$ cat src/hdl/sfdl_pkg.sv
package sfdl_pkg;

	localparam int RING_DEPTH_DEF = 131072;
	localparam int SAMPLE_W = 24;
	localparam int DTGT_W = 25;
	localparam int LVL_W = 33;
	localparam int CFG_IDX_W = 3;

	typedef struct packed {
		logic signed [SAMPLE_W-1:0] in_left;
		logic signed [SAMPLE_W-1:0] in_right;
	} in_word_t;

	typedef struct packed {
		logic signed [SAMPLE_W-1:0] out_left;
		logic signed [SAMPLE_W-1:0] out_right;
	} out_word_t;

	typedef enum logic [CFG_IDX_W-1:0] {
		REG_DELAY_TARGET = 3'd0,
		REG_FB_TARGET    = 3'd1,
		REG_MIX_TARGET   = 3'd2,
		REG_DELAY_RAMP   = 3'd3,
		REG_LEVEL_RAMP   = 3'd4
	} reg_idx_t;

	typedef enum logic [3:0] {
		OP_NONE,
		OP_LOAD_IN,
		OP_DIV_DELAY,
		OP_DIV_FB,
		OP_DIV_MIX,
		OP_SET_DINC,
		OP_SET_FINC,
		OP_SET_MINC,
		OP_ADVANCE,
		OP_RD_A,
		OP_RD_B,
		OP_INTERP,
		OP_FBMUL,
		OP_WRITE,
		OP_MIX,
		OP_FINISH
	} dp_op_t;

	typedef struct packed {
		dp_op_t op;
		logic   ch;
	} dp_cmd_t;

	typedef struct packed {
		logic delay_chg;
		logic level_chg;
		logic div_done;
		logic out_free;
	} dp_sts_t;

	typedef enum logic [3:0] {
		S_IDLE,
		S_RETGT,
		S_DDIV,
		S_LCHK,
		S_FDIV,
		S_MSTART,
		S_MDIV,
		S_ADV,
		S_RDA,
		S_RDB,
		S_INTERP,
		S_FBMUL,
		S_WRITE,
		S_MIX,
		S_FIN
	} ctrl_state_t;

	function automatic logic signed [SAMPLE_W-1:0] sat24(input logic signed [43:0] v);
		logic signed [43:0] hi;
		logic signed [43:0] lo;
		hi = 44'sd8388607;
		lo = -44'sd8388608;
		if (v > hi)
			return hi[SAMPLE_W-1:0];
		else if (v < lo)
			return lo[SAMPLE_W-1:0];
		else
			return v[SAMPLE_W-1:0];
	endfunction

endpackage

$ cat src/hdl/sfdl_ctrl.sv
module sfdl_ctrl (
	input  logic             clk,
	input  logic             arst_n,
	input  logic             in_valid,
	output logic             in_stall,
	input  sfdl_pkg::dp_sts_t sts,
	output sfdl_pkg::dp_cmd_t cmd
);
	import sfdl_pkg::*;

	ctrl_state_t state_q;
	ctrl_state_t state_d;
	logic        ch_q;
	logic        ch_d;

	always_ff @(posedge clk or negedge arst_n) begin
		if (!arst_n) begin
			state_q <= S_IDLE;
			ch_q    <= 1'b0;
		end else begin
			state_q <= state_d;
			ch_q    <= ch_d;
		end
	end

	always_comb begin
		state_d = state_q;
		ch_d    = ch_q;
		cmd.op  = OP_NONE;
		cmd.ch  = ch_q;
		case (state_q)
			S_IDLE: begin
				if (in_valid) begin
					cmd.op  = OP_LOAD_IN;
					state_d = S_RETGT;
				end
			end
			S_RETGT: begin
				if (sts.delay_chg) begin
					cmd.op  = OP_DIV_DELAY;
					state_d = S_DDIV;
				end else begin
					state_d = S_LCHK;
				end
			end
			S_DDIV: begin
				if (sts.div_done) begin
					cmd.op  = OP_SET_DINC;
					state_d = S_LCHK;
				end
			end
			S_LCHK: begin
				if (sts.level_chg) begin
					cmd.op  = OP_DIV_FB;
					state_d = S_FDIV;
				end else begin
					state_d = S_ADV;
				end
			end
			S_FDIV: begin
				if (sts.div_done) begin
					cmd.op  = OP_SET_FINC;
					state_d = S_MSTART;
				end
			end
			S_MSTART: begin
				cmd.op  = OP_DIV_MIX;
				state_d = S_MDIV;
			end
			S_MDIV: begin
				if (sts.div_done) begin
					cmd.op  = OP_SET_MINC;
					state_d = S_ADV;
				end
			end
			S_ADV: begin
				cmd.op  = OP_ADVANCE;
				ch_d    = 1'b0;
				state_d = S_RDA;
			end
			S_RDA: begin
				cmd.op  = OP_RD_A;
				state_d = S_RDB;
			end
			S_RDB: begin
				cmd.op  = OP_RD_B;
				state_d = S_INTERP;
			end
			S_INTERP: begin
				cmd.op  = OP_INTERP;
				state_d = S_FBMUL;
			end
			S_FBMUL: begin
				cmd.op  = OP_FBMUL;
				state_d = S_WRITE;
			end
			S_WRITE: begin
				cmd.op  = OP_WRITE;
				state_d = S_MIX;
			end
			S_MIX: begin
				cmd.op = OP_MIX;
				if (ch_q) begin
					state_d = S_FIN;
				end else begin
					ch_d    = 1'b1;
					state_d = S_RDA;
				end
			end
			S_FIN: begin
				// hold the finished word until the output register frees up
				if (sts.out_free) begin
					cmd.op  = OP_FINISH;
					state_d = S_IDLE;
				end
			end
			default: begin
				state_d = S_IDLE;
			end
		endcase
	end

	assign in_stall = state_q != S_IDLE;

	a_done_waited: assert property (@(posedge clk) disable iff (!arst_n)
		sts.div_done |-> (state_q == S_DDIV || state_q == S_FDIV || state_q == S_MDIV))
		else $error("divider finished outside a wait state");

	a_finish_free: assert property (@(posedge clk) disable iff (!arst_n)
		cmd.op == OP_FINISH |-> sts.out_free)
		else $error("result loaded over an untaken word");

	a_mix_after_fb: assert property (@(posedge clk) disable iff (!arst_n)
		state_q == S_MSTART |-> $past(state_q) == S_FDIV)
		else $error("mix division started out of sequence");

endmodule

$ cat config.mk
export PLATFORM = sky130hd
export DESIGN_NAME = sfdl_ctrl
export DESIGN_NICKNAME = d
export VERILOG_FILES = /design/src/hdl/sfdl_pkg.sv /design/src/hdl/sfdl_ctrl.sv
export SDC_FILE = /design/constraint.sdc
export NUM_CORES = 1
export LEC_CHECK = 0
export ABC_AREA = 1
export CORE_AREA = 2 2 39 41
export CTS_CLUSTER_SIZE = 16
export DETAILED_ROUTE_END_ITERATION = 10
export DIE_AREA = 0 0 41 43
export DONT_BUFFER_PORTS = 1
export GPL_TIMING_DRIVEN = 1
export SYNTH_ARGS = -nofsm -noshare
export SYNTH_HDL_FRONTEND = slang
export SYNTH_SLANG_ARGS = --single-unit
$ cat constraint.sdc
create_clock -name clk -period 2.7 [get_ports clk]
set_clock_uncertainty 0.2 [all_clocks]
set_input_delay 0.405 -clock clk [delete_from_list [all_inputs] [get_ports clk]]
set_output_delay 0.405 -clock clk [all_outputs]
set_load 0.02 [all_outputs]
==> run_results.csv <==
group,metric,value,unit
critical_path,critPathKind,"flop to primary output",
critical_path,reg2reg_from,"state_q[2]$_DFFE_PN0P_",
clock_network,clockBufferDepth,2,
die,rows,14,
routing,via_count,546,
clock_network,cts_made_buffers,3,
routing,wl_per_cell,10.6,um
clock_network,clk_transition_reported_paths,0.04,ns
critical_path,cpMostUsedCell,"nand2_1",
clock_network,post_cts_buffers,0,
grt,antenna_found_initial,0,
place,hpwlAfterDp,1.01,mm
timing,fin_crit_sh,78.5,%
power_and_ir_drop,powerDensity,1280,nW/um^2
power_and_ir_drop,ir_drop,442,uV
power_and_ir_drop,p_leak,0.325,nW
timing,tns,0,ns
die,chipWidth,41,um
die,dieArea,1760,sq um
place,place_area,534,sq um
clock_network,cts_sinks,5,
die,core,1380,sq um
critical_path,end_kind,"primary output",
critical_path,rr_worst_depth,7,
cells_and_area,final_util,41.2,%
power_and_ir_drop,total_power,0.729,mW
power_and_ir_drop,swShare,58.1,%
timing,setup_viol,0,
cells_and_area,final_layout_size_suffix_gt1_share,16.7,%
routing,drtPass1Iterations,4,
power_and_ir_drop,switchingPower,0.424,mW
run,drv_cap,0,
routing,post-route-drc-count,0,
routing,drtAntennaViolNets,0,
place,placed_cells,107,
yosys,yosysUniqueCellTypes,19,
timing,fin_ws,0.580,ns
routing,wl,1.19,mm
power_and_ir_drop,internal_power,0.305,mW
yosys,syn_inst,92,
critical_path,worst_ep_required_time,2.10,ns
outcome,status,"completed",
timing,worst_pin_slew,0.315,ns
place,detailedPlace.worstSlack,0.815,ns
cells_and_area,area_delta_synth_final,9.35,%
critical_path,worstSetupStartpointType,"flop",
timing,holdWs,0.218,ns
hold_path,hold-path-endpoint,"state_q[0]$_DFFE_PN0P_",
yosys,ys_seq_area_share,24.0,%
cells_and_area,layout.nets,104,
power_and_ir_drop,combPwrFrac,65.2,%
critical_path,r2r-end,"state_q[2]$_DFFE_PN0P_",
routing,dr.first_iter.drc_count,9,
place,place.gp.congestion,0.771,
timing,final_max_slew_viol_count,0,
grt,grt_pass1_wl,1.93,mm
grt,grt_pass1_vias,490,
place,portBuffers,0,
power_and_ir_drop,clock_power_share,11.4,%
yosys,syn_nets,99,
hold_path,hp-class,"primary input to flop",
timing,hold_viol,0,
die,io_pins,13,
routing,viasPerCell,4.88,
clock_network,cts_tree,"done",
cells_and_area,nFillCells,154,
critical_path,cp_max_fo,7,
cells_and_area,final_area,571,sq um
clock_network,clk_latency,0.23,ns
critical_path,crit_chain,"nor2_2, nand2_1, o22ai_1, nor2_1, nand2_1",
timing,relSlewSlack,79.0,%
clock_network,cts_max_level,1,
grt,grt_start_max_net_pins,8,
clock_network,cts-root-buf,"clkbuf_4",
power_and_ir_drop,seq_power_share,23.3,%
yosys,yosysWarningCount,0,
yosys,synthesis.area,522,sq um
timing,fmax,472,MHz
hold_path,holdPathStages,3,
yosys,syn_avg_cell_area,5.67,sq um
critical_path,critPathMaxStageDelay,0.43,ns
cells_and_area,fin_cells,112,
critical_path,crit_family,"simple AND/OR/NAND/NOR gates",
timing,period_needed,2.12,ns
die,start_util,37.7,%
cells_and_area,diodes,0,
timing,rsz0062_at_grt,"no",
grt,overflow,0,
critical_path,crit_buf_inv,0,
critical_path,slowest_stage,"dfrtp_1",
hold_path,holdCritStartpoint,"sts[3]",
critical_path,r2r_slack,1.13,ns
grt,grt_use_total,16.3,%
yosys,ys_ff_latch,5,
critical_path,arrival,1.52,ns
die,fp.dieH,43,um
## how the worst max path moves through the flow
stage / from / to / slack, ns / depth (start not counted)
finish: state_q[2]$_DFFE_PN0P_ / cmd[1] / 0.58 / 5
CTS: state_q[2]$_DFFE_PN0P_ / cmd[1] / 0.56 / 5
floorplan: state_q[3]$_DFFE_PN0P_ / cmd[1] / 0.98 / 5
global route: state_q[2]$_DFFE_PN0P_ / cmd[1] / 0.46 / 5
detailed placement: state_q[2]$_DFFE_PN0P_ / cmd[1] / 0.82 / 5
global placement: state_q[2]$_DFFE_PN0P_ / cmd[2] / 0.81 / 5
## state kept, by name (all words and copies together), names as in the netlist
register	cells
state_q	4
ch_q	1
## synthesized netlist by cell type
cell	n	area, sq um
a21oi_1	1	5.00
a22oi_1	1	7.51
and3_1	1	6.26
buf_4	1	7.51
dfrtp_1	5	125
inv_1	9	33.8
inv_2	3	11.3
nand2_1	34	128
nand2_2	3	18.8
nand3_1	7	35.0
nand3b_1	1	7.51
nand4_1	1	6.26
nor2_1	12	45.0
nor2_2	5	31.3
nor2_4	1	11.3
o211ai_1	1	7.51
o21ai_0	4	20.0
o21ai_2	1	8.76
o22ai_1	1	6.26
## routing by layer
layer | wire (um) | vias up | GRT usage (%)
met5 | 0 | - | 0
met4 | 0 | 0 | 10.0
met3 | 61 | 0 | 1.57
met2 | 626 | 11 | 27.8
met1 | 498 | 240 | 17.7
li1 | - | 295 | -
## kinds of logic (layout without fill, tap and decap cells)
group,Yosys count,in the layout,synth area share [%]
buf+inv,13,17,10.1
simple gates,65,65,55.4
flops,5,5,24.0
compound gates,9,9,10.6
## power groups by stage
| stage | logic [mW] | clock network [mW] | registers, mW |
|---|---|---|---|
| 6_report | 0.475 | 0.0832 | 0.170 |
| 5_1_grt | 0.538 | 0.0914 | 0.174 |
| 4_1_cts | 0.479 | 0.0885 | 0.170 |
| 3_5_place_dp | 0.476 | 0 | 0.171 |
| 3_3_place_gp | 0.479 | 0 | 0.170 |
| 2_1_floorplan | 0.418 | 0 | 0.156 |
## tightest hold or removal path: cells and delay by family
family | cells | cell delay [ns]
and+or+nand+nor | 2 | 0.13
AOI/OAI and AO/OA | 1 | 0.08
## placed cells by master (no fill, tap or decap), drive strengths merged
cell	instances
nand2	37
nor2	18
inv	12
nand3	7
dfrtp	5
o21ai	5
clkbuf	4
o22ai	1
a22oi	1
and3	1
o211ai	1
nand3b	1
a21oi	1
nand4	1
dlygate4sd3	1
## final cells by class
class,instances,area (sq um),share of cell area (%)
clock buffers,4,26.3,4.61
inverters,12,45.0,7.89
multi-input cells,74,344,60.3
flip-flops and latches,5,125,21.9
well taps,16,20.0,3.51
repair buffers,1,10.0,1.75
## timing repair
| item | CTS | global route |
|---|---|---|
| setup endpoints to repair | 0 | 0 |
| gates resized for setup | 0 | 0 |
| hold buffers | 1 | 0 |
| hold endpoints to repair | 5 | 0 |
Note: power is estimated with default switching activity, not from simulation.
